[src/sv/dss_pkg.sv]
// Shared types and constants of the dispatcher signature scanner.
// Used by the window cells, the hit-table cells and the top level; no dependencies.
`default_nettype none

package dss_pkg;

  localparam int WIN_LEN   = 12;
  localparam int SIG_LEN   = 13;
  localparam int ADDR_W    = 22;
  localparam int SIZE_W    = 24;
  localparam int POS_W     = 23;
  localparam int CNT_OUT_W = 7;

  localparam logic [SIZE_W-1:0] SIZE_RESET = 24'd2097152;

  // Signature bytes per window offset; offsets without care are don't-care.
  localparam logic [7:0] SIG_BYTE [SIG_LEN] = '{
    8'h3D, 8'h4F, 8'h06, 8'h00, 8'h21, 8'h00, 8'h00,
    8'h09, 8'h09, 8'hC1, 8'h3E, 8'h00, 8'hCD
  };
  // Bit j set: offset j must match. Offsets 5, 6 (pointer) and 11 (bank) are free.
  localparam logic [SIG_LEN-1:0] SIG_CARE = 13'b1_0111_1001_1111;

  // Pointer high byte must be 0x40..0x7F, i.e. its top two bits are 01.
  localparam logic [1:0] PTR_PAGE = 2'b01;
  localparam logic [SIZE_W-1:0] FLAT_GUARD = 24'd4;

  localparam logic KIND_HIT     = 1'b0;
  localparam logic KIND_SUMMARY = 1'b1;

  typedef logic [7:0] byte_t;

  // Control handed to every cell of a chain.
  typedef struct packed {
    logic clear;
    logic shift;
  } cell_ctl_t;

  typedef struct packed {
    logic                 kind;
    logic [ADDR_W-1:0]    addr;
    byte_t                bank;
    logic [CNT_OUT_W-1:0] count;
    logic                 ovf;
  } res_t;

endpackage

`default_nettype wire

[src/sv/dss_win_cell.sv]
// One byte cell of the sliding window chain with its signature compare.
// Depends on dss_pkg.
`default_nettype none

module dss_win_cell (
  input  wire logic               clk,
  input  wire logic               rst_n,
  input  wire dss_pkg::cell_ctl_t ctl,
  input  wire dss_pkg::byte_t     d_in,
  input  wire dss_pkg::byte_t     exp_byte,
  input  wire logic               care,
  output dss_pkg::byte_t          q,
  output logic                    ok
);

  dss_pkg::byte_t byte_r;
  dss_pkg::byte_t byte_nxt;

  always_comb begin
    byte_nxt = byte_r;
    if (ctl.clear) begin
      byte_nxt = '0;
    end else if (ctl.shift) begin
      byte_nxt = d_in;
    end
  end

  always_ff @(posedge clk) begin
    if (!rst_n) begin
      byte_r <= '0;
    end else begin
      byte_r <= byte_nxt;
    end
  end

  assign q  = byte_r;
  assign ok = !care || (byte_r == exp_byte);

endmodule

`default_nettype wire

[src/sv/dss_hit_cell.sv]
// One entry cell of the distinct-hit table chain: holds an address and a valid bit,
// takes its neighbor's entry on an insert and compares against the probe. Depends on dss_pkg.
`default_nettype none

module dss_hit_cell (
  input  wire logic                      clk,
  input  wire logic                      rst_n,
  input  wire dss_pkg::cell_ctl_t        ctl,
  input  wire logic                      v_in,
  input  wire logic [dss_pkg::ADDR_W-1:0] a_in,
  input  wire logic [dss_pkg::ADDR_W-1:0] probe,
  output logic                           v_out,
  output logic [dss_pkg::ADDR_W-1:0]     a_out,
  output logic                           match
);

  logic                       valid_r;
  logic                       valid_nxt;
  logic [dss_pkg::ADDR_W-1:0] addr_r;
  logic [dss_pkg::ADDR_W-1:0] addr_nxt;

  always_comb begin
    valid_nxt = valid_r;
    addr_nxt  = addr_r;
    if (ctl.clear) begin
      valid_nxt = 1'b0;
    end else if (ctl.shift) begin
      valid_nxt = v_in;
      addr_nxt  = a_in;
    end
  end

  always_ff @(posedge clk) begin
    if (!rst_n) begin
      valid_r <= 1'b0;
    end else begin
      valid_r <= valid_nxt;
    end
  end

  always_ff @(posedge clk) begin
    addr_r <= addr_nxt;
  end

  assign v_out = valid_r;
  assign a_out = addr_r;
  assign match = valid_r && (addr_r == probe);

endmodule

`default_nettype wire

[src/sv/dispatcher_signature_scanner.sv]
// A result is registered in the output buffer on the transfer of the byte that causes it.
// Throughput: one byte per cycle while the skid is empty; the window compare and the parallel
// hit-table cells finish in the cycle of the transfer, and a two-entry output buffer
// keeps the input open while one result waits. Synchronous active-low reset clears the
// window, position, hit table, counters and output buffer and loads image_size with 2097152.
// No clearing pass: the block takes bytes as soon as reset is released.
`default_nettype none

module dispatcher_signature_scanner #(
  parameter int HIT_TABLE_DEPTH = 8
) (
  input  wire logic        clk,
  input  wire logic        rst_n,
  // Configuration: image_size.
  input  wire logic        cfg_valid,
  output logic             cfg_ready,
  input  wire logic [23:0] cfg_data,
  // Input stream. tdata: [7:0] data_byte.
  input  wire logic        in_tvalid,
  output logic             in_tready,
  input  wire logic [7:0]  in_tdata,
  // Result stream.
  output logic             out_tvalid,
  input  wire logic        out_tready,
  // tdata: [21:0] table_address, [29:22] table_bank, [36:30] hit_count,
  //        [37] table_overflow, [39:38] zero.
  output logic [39:0]      out_tdata,
  // tuser: [0] result_kind.
  output logic             out_tuser
);

  localparam int CNT_W = $clog2(HIT_TABLE_DEPTH + 1);
  localparam int AW    = dss_pkg::ADDR_W;

  // ---------------------------------------------------------------------------
  // Configuration register. Writes are taken at any time and act at once.
  // ---------------------------------------------------------------------------
  logic [dss_pkg::SIZE_W-1:0] size_r;

  assign cfg_ready = 1'b1;

  always_ff @(posedge clk) begin
    if (!rst_n) begin
      size_r <= dss_pkg::SIZE_RESET;
    end else if (cfg_valid && cfg_ready) begin
      size_r <= cfg_data;
    end
  end

  // ---------------------------------------------------------------------------
  // Position counter and end-of-image detection.
  // ---------------------------------------------------------------------------
  logic                      in_fire;
  logic [dss_pkg::POS_W-1:0] pos_r;
  logic [dss_pkg::POS_W-1:0] pos_nxt;
  logic [dss_pkg::SIZE_W-1:0] pos_plus1;
  logic                      last_byte;
  logic                      scan_zone;

  assign in_fire   = in_tvalid && in_tready;
  assign pos_plus1 = {1'b0, pos_r} + 24'd1;
  assign last_byte = (pos_plus1 == size_r);
  // A full window exists from position 12 on, and it must start below size - 13.
  assign scan_zone = (pos_r >= 23'(dss_pkg::WIN_LEN)) && (pos_plus1 < size_r);

  always_comb begin
    pos_nxt = pos_r;
    if (in_fire) begin
      pos_nxt = last_byte ? '0 : pos_plus1[dss_pkg::POS_W-1:0];
    end
  end

  always_ff @(posedge clk) begin
    if (!rst_n) begin
      pos_r <= '0;
    end else begin
      pos_r <= pos_nxt;
    end
  end

  // ---------------------------------------------------------------------------
  // Window chain: cell j holds window offset j, the newest byte enters cell 11.
  // The current input byte forms offset 12 and is compared here.
  // ---------------------------------------------------------------------------
  dss_pkg::cell_ctl_t win_ctl;
  dss_pkg::byte_t     win_q  [dss_pkg::WIN_LEN];
  dss_pkg::byte_t     win_d  [dss_pkg::WIN_LEN];
  logic [dss_pkg::WIN_LEN-1:0] win_ok;
  logic               sig_ok;

  assign win_ctl.clear = in_fire && last_byte;
  assign win_ctl.shift = in_fire && !last_byte;

  for (genvar j = 0; j < dss_pkg::WIN_LEN; j++) begin : g_win
    if (j == dss_pkg::WIN_LEN - 1) begin : g_head
      assign win_d[j] = in_tdata;
    end else begin : g_body
      assign win_d[j] = win_q[j+1];
    end
    dss_win_cell u_cell (
      .clk      (clk),
      .rst_n    (rst_n),
      .ctl      (win_ctl),
      .d_in     (win_d[j]),
      .exp_byte (dss_pkg::SIG_BYTE[j]),
      .care     (dss_pkg::SIG_CARE[j]),
      .q        (win_q[j]),
      .ok       (win_ok[j])
    );
  end

  assign sig_ok = (&win_ok) &&
                  (in_tdata == dss_pkg::SIG_BYTE[dss_pkg::SIG_LEN-1]);

  // Pointer is offsets 5 (low) and 6 (high), bank is offset 11. With the pointer in
  // 0x4000..0x7FFF the flat address is simply the bank above the low 14 pointer bits.
  logic [AW-1:0]              flat;
  logic                       ptr_ok;
  logic                       bound_ok;
  logic                       cand;

  assign ptr_ok   = (win_q[6][7:6] == dss_pkg::PTR_PAGE);
  assign flat     = {win_q[11], win_q[6][5:0], win_q[5]};
  assign bound_ok = ({2'b00, flat} + dss_pkg::FLAT_GUARD) <= size_r;
  assign cand     = in_fire && scan_zone && sig_ok && ptr_ok && bound_ok;

  // ---------------------------------------------------------------------------
  // Hit-table chain: a new address enters cell 0 and every entry moves one cell on,
  // so cells 0..count-1 are valid. All cells compare against the candidate at once.
  // ---------------------------------------------------------------------------
  dss_pkg::cell_ctl_t          tab_ctl;
  logic [HIT_TABLE_DEPTH-1:0]  tab_v;
  logic [AW-1:0]               tab_a   [HIT_TABLE_DEPTH];
  logic [HIT_TABLE_DEPTH-1:0]  tab_vin;
  logic [AW-1:0]               tab_ain [HIT_TABLE_DEPTH];
  logic [HIT_TABLE_DEPTH-1:0]  tab_match;
  logic                        dup;
  logic                        full;
  logic                        hit;
  logic                        store;

  assign dup   = |tab_match;
  assign full  = tab_v[HIT_TABLE_DEPTH-1];
  assign hit   = cand && !dup;
  assign store = hit && !full;

  assign tab_ctl.clear = in_fire && last_byte;
  assign tab_ctl.shift = store;

  for (genvar k = 0; k < HIT_TABLE_DEPTH; k++) begin : g_tab
    if (k == 0) begin : g_head
      assign tab_vin[k] = 1'b1;
      assign tab_ain[k] = flat;
    end else begin : g_body
      assign tab_vin[k] = tab_v[k-1];
      assign tab_ain[k] = tab_a[k-1];
    end
    dss_hit_cell u_cell (
      .clk   (clk),
      .rst_n (rst_n),
      .ctl   (tab_ctl),
      .v_in  (tab_vin[k]),
      .a_in  (tab_ain[k]),
      .probe (flat),
      .v_out (tab_v[k]),
      .a_out (tab_a[k]),
      .match (tab_match[k])
    );
  end

  // Distinct-hit count and sticky overflow, both cleared on rearm.
  logic [CNT_W-1:0] cnt_r;
  logic [CNT_W-1:0] cnt_nxt;
  logic             ovf_r;
  logic             ovf_nxt;

  always_comb begin
    cnt_nxt = cnt_r;
    ovf_nxt = ovf_r;
    if (in_fire && last_byte) begin
      cnt_nxt = '0;
      ovf_nxt = 1'b0;
    end else if (store) begin
      cnt_nxt = cnt_r + CNT_W'(1);
    end else if (hit) begin
      ovf_nxt = 1'b1;
    end
  end

  always_ff @(posedge clk) begin
    if (!rst_n) begin
      cnt_r <= '0;
      ovf_r <= 1'b0;
    end else begin
      cnt_r <= cnt_nxt;
      ovf_r <= ovf_nxt;
    end
  end

  // ---------------------------------------------------------------------------
  // Result forming. The last byte never coincides with a hit, since a checked
  // window must end before the last byte.
  // ---------------------------------------------------------------------------
  dss_pkg::res_t res;
  logic          res_valid;

  always_comb begin
    res.kind  = dss_pkg::KIND_HIT;
    res.addr  = flat;
    res.bank  = win_q[11];
    res.count = dss_pkg::CNT_OUT_W'(store ? cnt_r + CNT_W'(1) : cnt_r);
    res.ovf   = !store;
    if (last_byte) begin
      res.kind  = dss_pkg::KIND_SUMMARY;
      res.addr  = '0;
      res.bank  = '0;
      res.count = dss_pkg::CNT_OUT_W'(cnt_r);
      res.ovf   = ovf_r;
    end
  end

  assign res_valid = in_fire && (hit || last_byte);

  // ---------------------------------------------------------------------------
  // Output register plus skid entry: the input stays open while one result waits.
  // ---------------------------------------------------------------------------
  dss_pkg::res_t out_r;
  dss_pkg::res_t out_nxt;
  dss_pkg::res_t skid_r;
  dss_pkg::res_t skid_nxt;
  logic          out_valid_r;
  logic          out_valid_nxt;
  logic          skid_valid_r;
  logic          skid_valid_nxt;

  assign in_tready = !skid_valid_r;

  always_comb begin
    out_nxt        = out_r;
    out_valid_nxt  = out_valid_r;
    skid_nxt       = skid_r;
    skid_valid_nxt = skid_valid_r;
    if (out_valid_r && out_tready) begin
      out_valid_nxt  = skid_valid_r;
      out_nxt        = skid_r;
      skid_valid_nxt = 1'b0;
    end
    if (res_valid) begin
      if (!out_valid_nxt) begin
        out_valid_nxt = 1'b1;
        out_nxt       = res;
      end else begin
        skid_valid_nxt = 1'b1;
        skid_nxt       = res;
      end
    end
  end

  always_ff @(posedge clk) begin
    if (!rst_n) begin
      out_valid_r  <= 1'b0;
      skid_valid_r <= 1'b0;
    end else begin
      out_valid_r  <= out_valid_nxt;
      skid_valid_r <= skid_valid_nxt;
    end
  end

  always_ff @(posedge clk) begin
    out_r  <= out_nxt;
    skid_r <= skid_nxt;
  end

  assign out_tvalid = out_valid_r;
  assign out_tuser  = out_r.kind;
  assign out_tdata  = {2'b00, out_r.ovf, out_r.count, out_r.bank, out_r.addr};

  // ---------------------------------------------------------------------------
  // Assertions.
  // ---------------------------------------------------------------------------
  a_cnt_matches_valid: assert property (@(posedge clk) disable iff (!rst_n)
    $countones(tab_v) == int'(cnt_r))
    else $error("hit count disagrees with valid table cells");

  a_no_double_entry: assert property (@(posedge clk) disable iff (!rst_n)
    $onehot0(tab_match))
    else $error("address stored in more than one table cell");

  a_skid_implies_out: assert property (@(posedge clk) disable iff (!rst_n)
    skid_valid_r |-> out_valid_r)
    else $error("skid entry holds a result while the output register is empty");

  a_rearm: assert property (@(posedge clk) disable iff (!rst_n)
    (in_fire && last_byte) |=> (pos_r == '0 && cnt_r == '0 && !ovf_r && tab_v == '0))
    else $error("scan state not rearmed after the last byte");

  a_summary_alone: assert property (@(posedge clk) disable iff (!rst_n)
    (in_fire && last_byte) |-> !hit)
    else $error("hit coincides with end of image");

endmodule

`default_nettype wire
[config.mk]
export PLATFORM = sky130hd
export DESIGN_NAME = dispatcher_signature_scanner
export DESIGN_NICKNAME = d
export VERILOG_FILES = /design/src/sv/dss_pkg.sv /design/src/sv/dss_win_cell.sv /design/src/sv/dss_hit_cell.sv /design/src/sv/dispatcher_signature_scanner.sv
export SDC_FILE = /design/constraint.sdc
export NUM_CORES = 1
export LEC_CHECK = 0
export ABC_AREA = 1
export BUFFER_PORTS_ARGS = -buffer_cell sky130_fd_sc_hd__buf_2
export CORE_MARGIN = 1.5
export CORE_UTILIZATION = 62
export CTS_CLUSTER_SIZE = 12
export DETAILED_ROUTE_END_ITERATION = 12
export PLACE_DENSITY = 0.85
export SKIP_CTS_REPAIR_TIMING = 1
export SKIP_LAST_GASP = 1
export SLEW_MARGIN = 25
export SYNTH_ARGS = -nofsm -noshare
export SYNTH_HDL_FRONTEND = slang
export SYNTH_SLANG_ARGS = --single-unit
[constraint.sdc]
create_clock -name clk -period 14.8 [get_ports clk]
set_input_delay 1.48 -clock clk [delete_from_list [all_inputs] [get_ports clk]]
set_output_delay 1.48 -clock clk [all_outputs]
set_load 0.01 [all_outputs]
* Word level (Yosys, flattened, before mapping)
Cells that the tools add are included.
Widths: inputs -> output; s select.
** Storage, ports and cells
- Register bits :: 412
- Input bits :: 37
** Cells by class
- $add $sub $neg :: 4
- Magnitude comparators :: 3
- Equal/unequal tests :: 19
- Muxes and demuxes :: 11
- Bitwise gates (word level) :: 3
- Reduce and logical (&&, ||, !) cells :: 34
** Operator list (number)
- $eq 22x22->1 :: 8
- $mux 39 :: 4
- $add 23x1->24 const B :: 1
- $eq 24x24->1 :: 1
- $eq 8x6->1 const B :: 3
- $le 23x24->1 :: 1
- $lt 24x24->1 :: 1
- $add 22x3->23 const B :: 1
- $ge 23x4->1 const B :: 1
- $mux 23 :: 1
- $logic_and 1x1->1 :: 21
- $eq 8x4->1 const B :: 2
- $eq 8x8->1 const B :: 2
- $reduce_and 9->1 :: 1
- $eq 8x3->1 const B :: 1
- $eq 8x7->1 const B :: 1
- $logic_not 8->1 :: 1
- $reduce_or 8->1 :: 1
- $reduce_and 2->1 :: 3
- $add 4x1->5 const B :: 1
- $logic_not 1->1 :: 5
- $mux 1 :: 5
- $mux 5 :: 1
- $add 4x1->4 const B :: 1
- other kinds (4) :: 6

* Depth between registers and ports, before layout
- Word-level depth :: 13
- Gate-level depth with buffers :: 32
- Mapped depth without buffers :: 31

* Modules after synthesis
Synthesis repeated with hierarchy kept, for this count alone.
** Second synthesis, totals
- Cells, all modules :: 2973
- Area total of the unflattened synthesis :: 21992.3 µm²
** By module, submodules not included
- dss_hit_cell :: instances 8, cells an instance 144, area each 1154.9 µm²
- dispatcher_signature_scanner :: instances 1, cells an instance 1017, area each 7333.3 µm²
- dss_win_cell :: instances 12, cells an instance 67, area each 451.7 µm²

* Least setup slack after synthesis
Ideal clock, no wire load.
- Path kind :: register to register
- Start point :: reg g_win[5].u_cell.byte_r[2]
- End point :: reg g_tab[0].u_cell.addr_r (netlist bit g_tab[0].u_cell.a_out[0]) (enable)
- Setup time :: 0.716 ns
- Data arrival time :: 10.266 ns
- Required time :: 14.084 ns
- Setup slack :: 3.819 ns
- Stages on the path, launching flop included :: 21
- Clock period less this slack :: 10.981 ns
- Path through :: dfxtp_1 > buf_4 > inv_2 > buf_6 > nor3_4 > nand3_2 > nor3_4 > nand2_2 > nor3_2 > nand2_1 > nor4_2 > nand2_1 > xor2_1 > inv_1 > ha_1 > nand4_1 > nor3_1 > nand2_1 > nand2_1 > nand3_1 > nor2_1
** Between the ends
- Longest elaborated chain between the ends :: 7
- Elaborated cells between the ends (all ways) :: 24
** RTL lines
- start: declaration :: line dss_win_cell.sv:16 : dss_pkg::byte_t byte_r;
- start signal: assignment :: line dss_win_cell.sv:32 : byte_r <= byte_nxt;
- parallel branches: the longest is 4 deep, another holds $le 23x24->1
- $logic_and 1x1->1 * :: line dispatcher_signature_scanner.sv:144 : assign hit = cand && !dup;
- $logic_and 1x1->1 * :: line dispatcher_signature_scanner.sv:145 : assign store = hit && !full;
- $reduce_and 2->1 (no line) *
- end signal: assignment :: line dss_hit_cell.sv:42 : addr_r <= addr_nxt;
- end: declaration :: line dss_hit_cell.sv:19 : logic [dss_pkg::ADDR_W-1:0] addr_r;
Mark *: on every way between the ends.
A chain may end at the register's enable or synchronous reset.

* Worst setup path in the final report
- Start point :: reg g_win[5].u_cell.byte_r[3]
- End point :: reg g_tab[7].u_cell.addr_r (netlist bit g_tab[7].u_cell.a_out[2]) (enable)
** Between the ends
- Longest elaborated chain between the ends :: 7
- Elaborated cells between the ends (all ways) :: 24
** RTL lines (line)
- parallel branches: the longest is 4 deep, another holds $le 23x24->1
- $logic_and 1x1->1 * :: dispatcher_signature_scanner.sv:144
- $logic_and 1x1->1 * :: dispatcher_signature_scanner.sv:145
- $reduce_and 2->1 (no line) *
- end signal: assignment :: dss_hit_cell.sv:42
- end: declaration :: dss_hit_cell.sv:19
Marked as above.

==> impl_metrics.tcl <==
set metrics [dict create \
    syn_to_final_growth_pct 8.736 \
    drt-wirelength-per-cell_um 18.87 \
    ios 81 \
    async_reset_ff_share_pct 0 \
    core_sq_um 30590 \
    clockBufferDepth 3 \
    arrival_ns 6.25 \
    synth.distinct_cells 48 \
    root_buffer "clkbuf_16" \
    tightest_slew_ns 0.9652 \
    holdCritPathClass "reg -> reg" \
    grt_first_pass_wirelength_mm 78.98 \
    drt_iter0_drc 1511 \
    finalCritPeriodShare_pct 41.12 \
    rsz0062_at_grt "false" \
    hold_violations 0 \
    synth_ff_type "edfxtp_1" \
    synth_area_per_cell_sq_um 8.391 \
    grtUsageTotal_pct 32.47 \
    die_w_um 179.2 \
    cts.sinks 402 \
    outcome "completed" \
    synth_top_area_share_pct 31.98 \
    p_total_mw 2.362 \
    die_y_um 179.2 \
    cp-start-kind "register" \
    critical_path_class "reg -> reg" \
    synth_edf_count 205 \
    grt_max_degree 90 \
    clkTransAtPathRegs_ns 0.06 \
    syn_area_sq_um 19250 \
    syn_inst 2294 \
    synth_common_cells "599 x nand2_1, 298 x nor2_1, 293 x inv_1" \
    crit_required_ns 14.96 \
    grt_overflow 0 \
    yosysWarnings 0 \
    antenna_found_initial 1 \
    leakagePower_nw 9.229 \
    portBuffers 77 \
    worstPathMaxFanout 73 \
    setup_viol 0 \
    ys_top_cells_by_area "edfxtp_1 32%, dfxtp_1 20%, nand2_1 12%" \
    die_area_sq_um 32110 \
    ir_worst_vdd_uv 110.9 \
    core.rowCount 64 \
    max_freq_mhz 164.3 \
    synth_area_leader_cell "edfxtp_1" \
    drive_above_1_share_pct 8.918 \
    grt_pass1_vias 14780 \
    gp_congestion 1.002 \
    vias 15630 \
    final_nets 2421 \
    first_pass_iters 6 \
    wl_mm 52.14 \
    vias_per_cell 5.656 \
    worst_skew_pair.late_latency_ns 0.55 \
    drc 0 \
    cp-end-kind "register" \
    maxCapViolations 0 \
    skew_ns 0.01618 \
    h-tree-depth 2 \
    finalCriticalPeriod_ns 6.086 \
    synth.ff_latch_count 402 \
    start_util_pct 62.93 \
    power_density_nw_per_um2 112.8 \
    yosysMostFrequentCell "nand2_1" \
    fin_setup_tns_ns 0 \
    hpwlAfterDp_mm 36.50 \
    ant_nets 0 \
    cts_buffers 42 \
    timing.slew.headroom_pct 35.66 \
    whs_ns 0.4396 \
    ys_seq_area_share_pct 52.47 \
    tritoncts "yes" \
    maxSlewViolCount 0 \
]
final cells by class:
| cell class | count | area, sq um |
|---|---|---|
| clock buffer | 66 | 1185 |
| inverter | 316 | 1196 |
| tap | 396 | 495.5 |
| clock inverter | 11 | 71.32 |
| fill | 2389 | 9659 |
| antenna | 1 | 2.502 |
| multi-input combinational | 1481 | 7393 |
| timing repair buffer | 90 | 486.7 |
| sequential | 402 | 10100 |
final timing paths:
path,from,endpoint,slack [ns],cells past startpoint
min,out_tdata[36],out_tdata[36],0.44,2
max reg2reg,g_win[5].u_cell.q[3],g_tab[7].u_cell.a_out[2],8.71,19
max,g_win[5].u_cell.q[3],g_tab[7].u_cell.a_out[2],8.71,19
min reg2reg,out_tdata[36],out_tdata[36],0.44,2
placed cells by master (no fill, tap or decap), drive strengths merged:
cell type / synthesis / final
conb: 2 / 3
a22oi: 5 / 5
o22ai: 1 / 1
diode: 0 / 1
o211ai: 19 / 19
buf: 47 / 90
a21o: 2 / 2
a211oi: 71 / 71
o21bai: 3 / 3
xor2: 43 / 43
a31oi: 1 / 1
xnor2: 33 / 33
o21a: 2 / 2
nand3b: 1 / 1
nor2: 301 / 301
clkinv: 4 / 12
a21oi: 97 / 97
clkbuf: 49 / 66
and3: 1 / 1
nor4: 2 / 2
or2: 18 / 18
nand3: 69 / 69
nor3: 24 / 24
inv: 312 / 315
nand2: 607 / 607
o21ai: 115 / 115
edfxtp: 205 / 205
nand4: 12 / 12
ha: 51 / 51
dfxtp: 197 / 197
cells by family (layout without fill, tap and decap cells):
logic type	count (synthesis)	after routing	synth area share (%)
flops	402	402	52.47
xor+xnor	76	76	3.458
buf+inv	412	483	9.243
simple gates	1035	1035	21.88
fa+ha+maj	51	51	3.315
compound gates	316	316	9.594
other cells	2	4	0.03902
worst max-delay path, stage by stage (launching register included):
cell     delay, ns
dfxtp_1       0.59
ha_1          0.27
nand3_1       0.21
nor3_2        0.26
nand3_1       0.14
nor2_1        0.17
inv_1         0.09
nor3_2        0.16
nand3_1       0.16
nor3_1        0.32
nand2_1       0.12
xor2_1        0.17
ha_1          0.29
nand4_1       0.15
nor3_1        0.28
nand2_1       0.08
nand2_1       0.32
nand3_1       0.41
nor2_4        0.59
buf_4         0.84
sequential cells by signal (all words and copies together) (netlist names):
register / count
g_tab.u_cell.v_out: 8
g_win.u_cell.q: 96
ovf_r: 1
size_r: 24
skid_r: 29
skid_valid_r: 1
out_tdata: 38
cnt_r: 4
out_tuser: 1
g_tab.u_cell.a_out: 176
pos_r: 23
out_tvalid: 1
metal layers:
metal	vias to the layer above	wire length (um)	GRT usage, %
met5	-	0	0
met4	0	2539	16.53
met1	7260	19950	40.32
met2	767	25300	54.75
met3	166	4355	5.237
li1	7435	-	-
metrics by stage:
stage	std cells	util, %	setup slack [ns]	area, sq um
5_1_grt	2762	68.41	8.312	20930
6_report	2763	68.42	8.714	20930
2_1_floorplan	2295	-	3.819	19250
4_1_cts	2762	68.40	8.713	20920
3_3_place_gp	2685	64.30	8.946	19670
3_5_place_dp	2685	64.30	8.747	19670
power by group:
| group | total [mW] | internal (mW) | switching, mW |
|---|---|---|---|
| registers | 1.21 | 1.18 | 0.0254 |
| logic | 0.172 | 0.0530 | 0.119 |
| clock network | 0.981 | 0.552 | 0.429 |
| total | 2.36 | 1.79 | 0.573 |
Note: power is estimated with default switching activity, not from simulation.
